===== src/sv/irpc_pkg.sv =====
// shared types and constants for the ir pulse period capture block
`default_nettype none

package irpc_pkg;

    localparam int unsigned CountW     = 8;
    localparam int unsigned ValueW     = 8;
    localparam int unsigned CfgW       = 8;
    localparam int unsigned CfgIndexW  = 1;
    localparam int unsigned BufferSlotsDefault = 64;

    localparam logic [CountW-1:0] FirstSlot      = CountW'(2);
    localparam logic [CountW-1:0] CountMax       = '1;
    localparam logic [CfgW-1:0]   StartThreshRst = CfgW'(20);
    localparam logic [CfgW-1:0]   StopThreshRst  = CfgW'(100);

    typedef enum logic [CfgIndexW-1:0] {
        CFG_START_THRESHOLD = 1'b0,
        CFG_STOP_THRESHOLD  = 1'b1
    } t_cfg_index;

    typedef enum logic {
        KIND_PERIOD    = 1'b0,
        KIND_FRAME_END = 1'b1
    } t_kind;

    typedef struct packed {
        logic              receiving;
        logic [CountW-1:0] tick_count;
        logic              previous_level;
        logic              await_sync;
        logic [CountW-1:0] slot_index;
    } t_state;

    typedef struct packed {
        logic              valid;
        t_kind             kind;
        logic [ValueW-1:0] value;
    } t_result;

endpackage

`default_nettype wire


===== src/sv/irpc_step.sv =====
// next-state and result logic for one pin sample
`default_nettype none

module irpc_step #(
    parameter int unsigned BUFFER_SLOTS = irpc_pkg::BufferSlotsDefault
) (
    input  wire logic                        i_level,
    input  wire irpc_pkg::t_state            i_state,
    input  wire logic [irpc_pkg::CfgW-1:0]   i_start_threshold,
    input  wire logic [irpc_pkg::CfgW-1:0]   i_stop_threshold,
    output irpc_pkg::t_state                 o_state,
    output irpc_pkg::t_result                o_result
);

    localparam logic [irpc_pkg::CountW:0] Slots = (irpc_pkg::CountW+1)'(BUFFER_SLOTS);

    logic [irpc_pkg::CountW-1:0] w_count_inc;
    logic [irpc_pkg::CountW:0]   w_slot_next;

    assign w_count_inc = (i_state.tick_count == irpc_pkg::CountMax) ?
                         i_state.tick_count : i_state.tick_count + 1'b1;
    assign w_slot_next = {1'b0, i_state.slot_index} + 1'b1;

    always_comb begin
        o_state  = i_state;
        o_result = '{valid: 1'b0, kind: irpc_pkg::KIND_PERIOD, value: '0};
        o_state.previous_level = i_level;
        if (!i_state.receiving) begin
            if (!i_level) begin
                o_state.tick_count = w_count_inc;
                if (w_count_inc >= i_start_threshold) begin
                    o_state.receiving  = 1'b1;
                    o_state.await_sync = 1'b1;
                    o_state.slot_index = irpc_pkg::FirstSlot;
                end
            end else begin
                o_state.tick_count = '0;
            end
        end else if (i_level == i_state.previous_level) begin
            if (!i_state.await_sync) begin
                o_state.tick_count = w_count_inc;
                if (w_count_inc >= i_stop_threshold) begin
                    o_state.receiving  = 1'b0;
                    o_state.tick_count = '0;
                    o_result = '{valid: 1'b1, kind: irpc_pkg::KIND_FRAME_END,
                                 value: i_state.slot_index};
                end
            end
        end else begin
            if (!i_state.await_sync) begin
                if (!i_state.previous_level) begin
                    if (w_slot_next < Slots) begin
                        o_result = '{valid: 1'b1, kind: irpc_pkg::KIND_PERIOD,
                                     value: i_state.tick_count >> 1};
                        o_state.slot_index = w_slot_next[irpc_pkg::CountW-1:0];
                    end
                    o_state.tick_count = irpc_pkg::CountW'(1);
                end else begin
                    o_state.tick_count = w_count_inc;
                end
            end
            o_state.await_sync = 1'b0;
        end
    end

endmodule

`default_nettype wire


===== src/sv/irpc_out_reg.sv =====
// output result register with stream handshake
`default_nettype none

module irpc_out_reg (
    input  wire logic                        i_clk,
    input  wire logic                        i_rst_n,
    input  wire logic                        i_load,
    input  wire irpc_pkg::t_result           i_result,
    output logic                             o_free,
    output logic                             o_m_tvalid,
    input  wire logic                        i_m_tready,
    output logic [irpc_pkg::ValueW-1:0]      o_m_tdata,
    output logic                             o_m_tuser
);

    logic                          r_valid;
    irpc_pkg::t_kind               r_kind;
    logic [irpc_pkg::ValueW-1:0]   r_value;

    assign o_free = !r_valid || i_m_tready;

    always_ff @(posedge i_clk) begin
        if (!i_rst_n) begin
            r_valid <= 1'b0;
        end else if (o_free) begin
            r_valid <= i_load && i_result.valid;
        end
    end

    always_ff @(posedge i_clk) begin
        if (o_free && i_load && i_result.valid) begin
            r_kind  <= i_result.kind;
            r_value <= i_result.value;
        end
    end

    assign o_m_tvalid = r_valid;
    assign o_m_tdata  = r_value;
    assign o_m_tuser  = r_kind;

endmodule

`default_nettype wire


===== src/sv/ir_pulse_period_capture_core.sv =====
// top level of the ir pulse period capture block
// an accepted sample passes the input register and then the result register before its result appears
// throughput: one sample per cycle while the result side is ready; the sample register
// stalls only while a held result is not taken
// reset: synchronous active-low, clears control state, thresholds go to 20 and 100
`default_nettype none

module ir_pulse_period_capture_core #(
    parameter int unsigned BUFFER_SLOTS = irpc_pkg::BufferSlotsDefault
) (
    input  wire logic                            i_clk,
    input  wire logic                            i_rst_n,
    input  wire logic                            i_cfg_we,
    input  wire logic [irpc_pkg::CfgIndexW-1:0]  i_cfg_index,
    input  wire logic [irpc_pkg::CfgW-1:0]       i_cfg_wdata,
    input  wire logic                            s_axis_tvalid,
    output logic                                 s_axis_tready,
    input  wire logic [7:0]                      s_axis_tdata,  // [0] pin_level
    output logic                                 m_axis_tvalid,
    input  wire logic                            m_axis_tready,
    output logic [7:0]                           m_axis_tdata,  // [7:0] value
    output logic                                 m_axis_tuser   // [0] kind
);

    logic [irpc_pkg::CfgW-1:0] r_start_threshold;
    logic [irpc_pkg::CfgW-1:0] r_stop_threshold;
    irpc_pkg::t_state          r_state;
    irpc_pkg::t_state          n_state;
    irpc_pkg::t_result         w_result;
    logic                      r_in_valid;
    logic                      r_in_level;
    logic                      w_out_free;
    logic                      w_advance;

    always_ff @(posedge i_clk) begin
        if (!i_rst_n) begin
            r_start_threshold <= irpc_pkg::StartThreshRst;
            r_stop_threshold  <= irpc_pkg::StopThreshRst;
        end else if (i_cfg_we) begin
            unique case (irpc_pkg::t_cfg_index'(i_cfg_index))
                irpc_pkg::CFG_START_THRESHOLD: r_start_threshold <= i_cfg_wdata;
                irpc_pkg::CFG_STOP_THRESHOLD:  r_stop_threshold  <= i_cfg_wdata;
                default: ;
            endcase
        end
    end

    assign w_advance     = r_in_valid && w_out_free;
    assign s_axis_tready = !r_in_valid || w_out_free;

    // sample register
    always_ff @(posedge i_clk) begin
        if (!i_rst_n) begin
            r_in_valid <= 1'b0;
        end else if (s_axis_tready) begin
            r_in_valid <= s_axis_tvalid;
        end
    end

    always_ff @(posedge i_clk) begin
        if (s_axis_tready && s_axis_tvalid) begin
            r_in_level <= s_axis_tdata[0];
        end
    end

    irpc_step #(
        .BUFFER_SLOTS(BUFFER_SLOTS)
    ) u_step (
        .i_level          (r_in_level),
        .i_state          (r_state),
        .i_start_threshold(r_start_threshold),
        .i_stop_threshold (r_stop_threshold),
        .o_state          (n_state),
        .o_result         (w_result)
    );

    always_ff @(posedge i_clk) begin
        if (!i_rst_n) begin
            r_state <= '{receiving: 1'b0, tick_count: '0, previous_level: 1'b0,
                         await_sync: 1'b0, slot_index: irpc_pkg::FirstSlot};
        end else if (w_advance) begin
            r_state <= n_state;
        end
    end

    irpc_out_reg u_out (
        .i_clk     (i_clk),
        .i_rst_n   (i_rst_n),
        .i_load    (w_advance),
        .i_result  (w_result),
        .o_free    (w_out_free),
        .o_m_tvalid(m_axis_tvalid),
        .i_m_tready(m_axis_tready),
        .o_m_tdata (m_axis_tdata),
        .o_m_tuser (m_axis_tuser)
    );

    a_sync_only_when_receiving: assert property (@(posedge i_clk) disable iff (!i_rst_n)
        r_state.await_sync |-> r_state.receiving)
        else $error("sync armed outside receiving mode");

    a_slot_in_range: assert property (@(posedge i_clk) disable iff (!i_rst_n)
        (32'(r_state.slot_index) < BUFFER_SLOTS) && (r_state.slot_index >= irpc_pkg::FirstSlot))
        else $error("slot index out of range");

    a_frame_end_leaves_receiving: assert property (@(posedge i_clk) disable iff (!i_rst_n)
        (w_advance && w_result.valid && w_result.kind == irpc_pkg::KIND_FRAME_END)
        |=> !r_state.receiving && r_state.tick_count == '0)
        else $error("frame end did not return to waiting mode");

    a_result_needs_sample: assert property (@(posedge i_clk) disable iff (!i_rst_n)
        $rose(m_axis_tvalid) |-> $past(w_advance))
        else $error("result appeared without a sample");

endmodule

`default_nettype wire

===== config.mk =====
export PLATFORM = sky130hd
export DESIGN_NAME = ir_pulse_period_capture_core
export DESIGN_NICKNAME = d
export VERILOG_FILES = /design/src/sv/irpc_pkg.sv /design/src/sv/irpc_step.sv /design/src/sv/irpc_out_reg.sv /design/src/sv/ir_pulse_period_capture_core.sv
export SDC_FILE = /design/constraint.sdc
export NUM_CORES = 1
export LEC_CHECK = 0
export ABC_AREA = 1
export BUFFER_PORTS_ARGS = -buffer_cell sky130_fd_sc_hd__buf_2
export CAP_MARGIN = 20
export CORE_UTILIZATION = 50
export DETAILED_ROUTE_END_ITERATION = 8
export PLACE_DENSITY = 0.68
export SYNTH_ARGS = -nofsm -noshare
export SYNTH_HDL_FRONTEND = slang
export SYNTH_HIERARCHICAL = 1
export SYNTH_SLANG_ARGS = --single-unit
export TNS_END_PERCENT = 10

===== constraint.sdc =====
create_clock -name i_clk -period 6.3 [get_ports i_clk]
set_input_delay 0.63 -clock i_clk [delete_from_list [all_inputs] [get_ports i_clk]]
set_output_delay 0.63 -clock i_clk [all_outputs]
set_load 0.005 [all_outputs]

# ---- Word level (Yosys, flattened, before mapping)
# Cells that the tools add are included.
dict set report classes {
  n_addsub 2
  magnitude_cmp 3
  n_eq_ne 7
  n_mux 25
  bitwise 1
  n_reduce_logical 15
}
# cell n
set op_table {}
lappend op_table {{$mux 10} 7}
lappend op_table {{$mux 8} 8}
lappend op_table {{$mux 9} 7}
lappend op_table {{$ge 8x8->1} 2}
lappend op_table {{$add 8x1->9 const B} 1}
lappend op_table {{$lt 9x7->1 const B} 1}
lappend op_table {{$add 8x1->8 const B} 1}
lappend op_table {{$eq 8x8->1 const B} 1}
lappend op_table {{$ne 2x2->1 const B} 4}
lappend op_table {{$reduce_and 7->1} 1}
lappend op_table {{$reduce_and 2->1} 3}
lappend op_table {{$logic_and 1x1->1} 5}
lappend op_table {{$reduce_and 4->1} 1}
lappend op_table {{$mux 1} 3}
lappend op_table {{$logic_not 1->1} 2}
lappend op_table {{$logic_or 1x1->1} 2}
lappend op_table {{$ne 2x1->1 const B} 1}
lappend op_table {{$reduce_bool 2->1} 1}
lappend op_table {{$eq 1x1->1} 1}
lappend op_table {{$not 1->1} 1}
dict set report word_totals {
  regBits 47
  input_bits 22
  output_inout_bits 11
}

# ---- Longest topological paths before layout
# Gate-level depths: netlist of the first run.
dict set report depth {
  ltp_word 8
  depth_mapped 22
  ltp_nobuf 22
}

# ---- Modules after synthesis
# Netlist of the first run, hierarchy kept.
# mod instances cells_each area_per_inst_um2 seq_area_each_um2
set by_module_without_submodules {}
lappend by_module_without_submodules {ir_pulse_period_capture_core 1 176 1435.1 750.7}
lappend by_module_without_submodules {irpc_step 1 218 1169.9 0.0}
lappend by_module_without_submodules {irpc_out_reg 1 16 321.6 290.3}

# ---- Worst setup path after synthesis of the first run
# No wires, ideal clock.
dict set report synth_path {
  path_kind {register -> register}
  from {reg r_state[10] in the netlist's numbering}
  to {reg u_out.r_value, in the netlist u_out/o_m_tdata[0] (enable)}
  setup_time_ns 0.378
  t_arrival_ns 2.733
  slack_ns 3.189
  stages_incl_launch_ff 18
  path_buffers 0
  period_less_slack_ns 3.111
  cell_sequence {dfxtp_1 -> ha_1 -> nand2_2 -> nor3_4 -> nand3_4 -> nand2_1 -> o21ai_2 -> ha_1 -> nand2_1 -> nand3_1 -> nand2_1 -> nand2_1 -> nand2_1 -> nand2_1 -> nand4_1 -> nand2_1 -> nand2_1 -> a21oi_1}
}
# element line
set synth_rtl {}
lappend synth_rtl {{start, declared} ir_pulse_period_capture_core.sv:27} ;# irpc_pkg::t_state r_state;
lappend synth_rtl {{start signal, assigned} ir_pulse_period_capture_core.sv:79} ;# r_state <= '{receiving: 1'b0, tick_count: '0, previous_level: 1'b0,
lappend synth_rtl {{start signal, assigned} ir_pulse_period_capture_core.sv:82} ;# r_state <= n_state;
lappend synth_rtl {{end signal, assigned} irpc_out_reg.sv:33} ;# r_value <= i_result.value;
lappend synth_rtl {{end, declared} irpc_out_reg.sv:18} ;# logic [irpc_pkg::ValueW-1:0] r_value;

==> out/metrics.csv, run 1 <==
metric,value,unit
status,completed,
chip height,78.51,µm
leading cell types by total area after synthesis,"dfxtp_1 25%, edfxtp_1 10%, nand2_1 9.9%",
routed len/inst,12.31,µm
Yosys top cell area share,25.31,%
Pwr Density,215.5,nW/µm²
Fin. Hold Viols,0,
layout cells sized above 1,16.71,%
Starting DRT DRC Count,133,
first-pass GRT wire length,10930,µm
Synth Instances,410,
MaxCap Viol Count,0,
Pwr Total,0.6791,mW
Netlist cell types,36,
FMAX,0.2597,GHz
Register Area,1041,µm²
Critical Path AT,3.78,ns
final worst path period need,3.851,ns
"CTS clk-pin slew, worst paths",0.09,ns
Rel. slew slack,39.11,%
Skew-Pair Late Insertion Delay,0.30,ns
port bufs,25,
TritonCTS buffer count,5,
Die Area,6163,µm²
Post-synth EDFFs,10,
Starting Density,52.50,%
Die Span X,78.51,µm
number of antenna violations at the first check in global routing,0,
CP Capture Type,flip-flop,
Mean Syn Cell Area,7.138,µm²
area grow syn2layout,7.653,%
ant diodes,0,
H-tree lvl count,2,
Post-Syn Area,2927,µm²
CTS Root Cell,clkbuf_8,
dominant cell type by area after synthesis,dfxtp_1,
critical path peak fanout,10,
critical path startpoint category,flip-flop,
DP HPWL,4678,µm
Worst EP required,6.23,ns
Mapped Nets,450,
number of setup buffers added after CTS,0,
routability cong.,0.8622,
RSZ-0062 raised after global routing,false,
Finished Core Util,56.52,%
VDD IR-drop max,0.0001510,V
core area,5574,µm²
# nets final,470,
async set or reset register ratio after synthesis,0,%
Core Rows,27,
Worst Tran Pin Value,0.9133,ns
clk buf depth,2,
via count of the first global-routing pass,2353,
register area share after synthesis,35.57,%
Lkg Pwr,1.481,nW
largest net degree at the start of global routing,38,
Final Cycle Share,61.13,%
setup tns final,0,ns
Hold Path Class,reg2reg,
overall routing resource usage,22.65,%
DRC,0,
setup violators final,0,
DR pass1 iterations,4,
Ys Warns,6,
routed vias,2595,
CTS tree,yes,
fin. max-slew vios,0,
area of the multi-input gates,1541,µm²
Sink Count,47,
Overflow after GRT,0,
crit path kind,reg2reg,
clk_skew,0.004241,ns
cts hold-fix bufs,0,
I/O pins,33,
PostCTS Resize Cnt,0,
final WL,6193,µm
Via density,5.159,
fillers,587,
"Top FF cell, synth",dfxtp_1,
flop and latch count out of synthesis,47,
Final ANT Viol Nets,0,
## final cells by class
cell class | instances | area share, %
Sequential cell | 47 | 33.04
Inverter | 64 | 7.784
Multi-Input combinational cell | 287 | 48.93
Timing Repair Buffer | 25 | 3.971
Tap cell | 72 | 2.859
Clock inverter | 3 | 1.231
Clock buffer | 5 | 2.184
## per-layer routing
| layer | vias up | global-route usage [%] | wire (µm) |
|---|---|---|---|
| met5 | - | 0 | 0 |
| met4 | 0 | 8.148 | 93 |
| met3 | 12 | 4.070 | 297 |
| met2 | 56 | 34.78 | 2655 |
| met1 | 1177 | 31.55 | 3147 |
| li1 | 1350 | - | - |
## final timing paths
kind / slack [ns] / depth (start not counted) / to / startpoint
hold / removal: 0.47 / 2 / r_start_threshold[4] / r_start_threshold[4]
hold reg to reg: 0.47 / 2 / r_start_threshold[4] / r_start_threshold[4]
setup / recovery: 2.45 / 14 / u_out/o_m_tdata[2] / r_state[11]
setup reg to reg: 2.45 / 14 / u_out/o_m_tdata[2] / r_state[11]
## critical path, stage by stage (launching register included)
cell	delay, ns
dfxtp_1	0.42
ha_1	0.21
nand2_2	0.09
nor3_4	0.27
nand3_4	0.18
nand2_2	0.12
xor2_2	0.25
ha_1	0.19
a21oi_1	0.07
o21a_1	0.17
nand2_1	0.10
nand4_1	0.39
nand2_1	0.19
nand2_1	0.11
a21oi_1	0.72
## cells by family after synthesis
| logic type | share of synthesized area (%) |
|---|---|
| compound gates | 11.59 |
| xor+xnor | 1.753 |
| fa+ha+maj | 7.696 |
| buf+inv | 11.76 |
| flops | 35.57 |
| simple gates | 31.64 |
## power breakdown
| part | internal [mW] | leakage, nW | switching (mW) |
|---|---|---|---|
| Combinational | 0.0436 | 1.05 | 0.0772 |
| Sequential | 0.323 | 0.379 | 0.0157 |
| Clock | 0.116 | 0.0556 | 0.104 |
## state kept, by name, summed over array words and instances (netlist names)
| register | count |
|---|---|
| r_in_level | 1 |
| r_in_valid | 1 |
| r_start_threshold | 8 |
| r_state | 19 |
| r_stop_threshold | 8 |
| u_out/o_m_tdata | 8 |
| u_out/o_m_tuser | 1 |
| u_out/o_m_tvalid | 1 |
## layout by cell type (no fill, tap or decap), drive strengths merged
cell / synthesis / layout
a21boi: 1 / 1
a21oi: 16 / 16
a22oi: 1 / 1
buf: 9 / 25
bufinv: 0 / 1
clkbuf: 3 / 5
clkinv: 1 / 3
dfxtp: 37 / 37
edfxtp: 10 / 10
ha: 18 / 18
inv: 63 / 63
nand2: 82 / 82
nand3: 29 / 29
nand3b: 2 / 2
nand4: 5 / 5
nor2: 77 / 77
nor3: 6 / 6
nor4: 1 / 1
o21a: 1 / 1
o21ai: 36 / 36
o21bai: 1 / 1
o22ai: 6 / 6
xor2: 5 / 5
## stage by stage
| step | hold WS (ns) | area [µm²] | setup WS, ns | instances |
|---|---|---|---|---|
| global placement | 0.4474 | 3043 | 2.567 | 495 |
| finish | 0.4673 | 3151 | 2.449 | 503 |
| CTS | 0.4727 | 3151 | 2.472 | 503 |
| floorplan | 0.4289 | 2927 | 3.189 | 410 |
| global route | 0.4772 | 3151 | 2.070 | 503 |
| detailed placement | 0.4547 | 3043 | 2.496 | 495 |
## cells in the mapped netlist, types with 2 or more instances
cell      number
nand2_1       77
inv_1         57
nor2_1        55
dfxtp_1       37
o21ai_0       31
nand3_1       28
nor2_2        20
ha_1          18
a21oi_1       14
edfxtp_1      10
inv_2          6
o22ai_1        6
nand2_2        5
nand4_1        5
nor3_1         5
buf_2          4
o21ai_1        4
xor2_1         4
a21oi_2        2
buf_12         2
buf_4          2
clkbuf_1       2
nand3b_1       2
nor2_4         2
Note: power is estimated with default switching activity, not from simulation.
==> run 2, diff against run 1 <==
ABC_AREA = 0   (was 1)
PLACE_DENSITY = 0.71   (was 0.68)
clock period = 3.5 ns   (was 6.3 ns; I/O delays follow)
==> run 2 against run 1 <==
  * Final area is 0.44% higher
  * Synthesized area decreased by 1.6%
  * Via count decreased by 3.3%
  * Largest power group unchanged
==> out/metrics.csv, run 2 <==
metric,value,unit
Die Area,6065,µm²
leading cell type by number of instances after synthesis,nand2_1,
ant diodes,0,
Worst R2R Path Depth,11,
fillers,501,
max reg flops,19,
routed vias,2510,
Netlist cell types,54,
DR pass1 iterations,5,
crit path kind,reg2reg,
Synth Instances,333,
Worst Tran Pin Value,0.8095,ns
Final Cell Area,3164,µm²
status,completed,
clk buf depth,2,
setup ws final,0.2641,ns
routed len/inst,14.53,µm
CTS Root Cell,clkbuf_8,
Power Internal,0.7456,mW
MaxCap Viol Count,0,
DRC,0,
final WL,6219,µm
post-synthesis simple-gate area fraction,24.21,%
TritonCTS buffer count,5,
Post-Syn Area,2879,µm²
first-pass GRT wire length,10280,µm
Fin. Hold Viols,0,
overall routing resource usage,21.55,%
critical path startpoint category,flip-flop,
PostCTS Resize Cnt,0,
flop and latch count out of synthesis,47,
Core Rows,27,
Pwr Density,319.7,nW/µm²
area grow syn2layout,9.909,%
mux contribution to synthesized area,4.520,%
Post-Layout Cell Count,428,
register area share after synthesis,36.16,%
commonest cells in the netlist,"49 x nand2_1, 37 x dfxtp_1, 28 x o21ai_0, 22 x nand4_1, 21 x inv_1",
FMAX,0.3090,GHz
dominant cell type by area after synthesis,dfxtp_1,
Final Cycle Share,92.46,%
clk_skew,0.006346,ns
Critical Path AT,3.25,ns
largest net degree at the start of global routing,49,
Overflow after GRT,0,
Yosys top cell area share,25.73,%
largest register by flop count,r_state,
CP Capture Type,flip-flop,
Hold Path Stages,1,
Rel. slew slack,46.03,%
Final ANT Viol Nets,0,
Mean Syn Cell Area,8.646,µm²
Starting Density,51.96,%
DP HPWL,4351,µm
share of power burned in registers,56.8,%
number of antenna violations at the first check in global routing,0,
layout cells sized above 1,16.29,%
Post-Synth XOR/XNOR Area,0.9126,%
Skew-Pair Late Insertion Delay,0.31,ns
Die Span X,77.88,µm
Mapped Nets,373,
"leading cell type in the layout, fill and taps excluded",nand2_1,
setup violators final,0,
Sink Count,47,
"CTS clk-pin slew, worst paths",0.09,ns
# nets final,395,
placed cell area,3039,µm²
Starting DRT DRC Count,173,
Ys Warns,6,
core area,5540,µm²
most frequent cells in the layout,"49 x nand2_1, 35 x dfxtp_1, 28 x o21ai_0",
Post-Place Worst Slack,0.2391,ns
Post-Place Cells,419,
port bufs,25,
RSZ-0062 raised after global routing,false,
final worst path period need,3.236,ns
Compound-Gate Fraction of Synth Area,19.64,%
Logic pwr share,10.1,%
Hold Path Class,in2reg,
number of setup buffers added after CTS,0,
CTS tree,yes,
Clk pwr share,33.1,%
VDD IR-drop max,0.0001571,V
Sw Ratio,26.30,%
setup tns final,0,ns
Synth Area in Adders,7.823,%
switching power,0.2661,mW
critical path peak fanout,9,
I/O pins,33,
Via density,5.864,
Worst EP required,3.51,ns
largest family of logic cells by synthesized area,simple AND/OR/NAND/NOR gates,
fin. max-slew vios,0,
leading cell types by total area after synthesis,"dfxtp_1 26%, edfxtp_1 10%, ha_1 7.8%",
cts hold-fix bufs,0,
Lkg Pwr,1.325,nW
chip height,77.88,µm
H-tree lvl count,2,
async set or reset register ratio after synthesis,0,%
"Top FF cell, synth",dfxtp_1,
routability cong.,0.8513,
Post-synth EDFFs,10,
via count of the first global-routing pass,2276,
-- run 2: cell types whose count changed after synthesis, moves of 12 or more --
cell and delta:
a22o_1 +12, inv_1 -36, mux2i_1 +13, nand2_1 -28, nand3_1 -22, nand4_1 +17
nor2_1 -48, nor2_2 -20
-- run 2: power by group through the flow --
stage / Combinational (mW) / Clock [mW] / Sequential [mW]
2_1_floorplan: 0.0777 / 0 / 0.584
3_3_place_gp: 0.0949 / 0 / 0.586
3_5_place_dp: 0.0978 / 0 / 0.587
4_1_cts: 0.0983 / 0.345 / 0.574
5_1_grt: 0.113 / 0.370 / 0.577
6_report: 0.102 / 0.335 / 0.575
-- run 2: final timing paths --
| kind | slack [ns] | startpoint | to |
|---|---|---|---|
| max | 0.26 | r_state[13] | u_out/o_m_tdata[4] |
| min | 0.21 | s_axis_tdata[0] | r_in_level |
| max reg2reg | 0.26 | r_state[13] | u_out/o_m_tdata[4] |
| min reg2reg | 0.46 | r_stop_threshold[4] | r_stop_threshold[4] |
-- run 2: worst max-delay path, stage by stage, from the launching register on --
cell	delay [ns]
dfxtp_1	0.51
and4_1	0.35
nand3_2	0.19
nand4_1	0.18
xnor2_1	0.11
ha_1	0.32
nand4_1	0.18
o31a_2	0.42
nor3_4	0.18
or2_2	0.14
nand2_2	0.12
nor2b_4	0.24
-- run 2: layout make-up --
type / instances / area (µm²) / area share [%]
clock inverters: 3 / 20.02 / 0.6327
clock buffers: 5 / 68.82 / 2.175
flip-flops and latches: 47 / 1044 / 32.98
multi-input cells: 247 / 1678 / 53.03
inverters: 21 / 78.83 / 2.491
well taps: 72 / 90.09 / 2.847
repair buffers: 33 / 185.2 / 5.852
-- run 2: logic make-up (layout without fill, tap and decap cells) --
kind of cell,count (synthesis),after routing
compound gates,85,85
xor+xnor,3,3
fa+ha+maj,18,18
buf+inv,40,62
flops,47,47
mux,13,13
simple gates,127,128
-- run 2: metal layers --
layer / track usage [%] / up-vias / wire (µm)
met4: 10.00 / 0 / 138
met2: 33.54 / 72 / 2773
met3: 4.471 / 15 / 366
li1: - / 1251 / -
met5: 0 / - / 0
met1: 28.49 / 1172 / 2940
-- run 2: metrics by stage --
stage | power, mW | util, % | hold WS (ns)
finish | 1.012 | 57.11 | 0.2141
global route | 1.059 | 57.11 | 0.2032
CTS | 1.018 | 56.46 | 0.2110
detailed placement | 0.6844 | 54.86 | 0.4468
global placement | 0.6812 | 54.86 | 0.4378
floorplan | 0.6620 | - | 0.4284
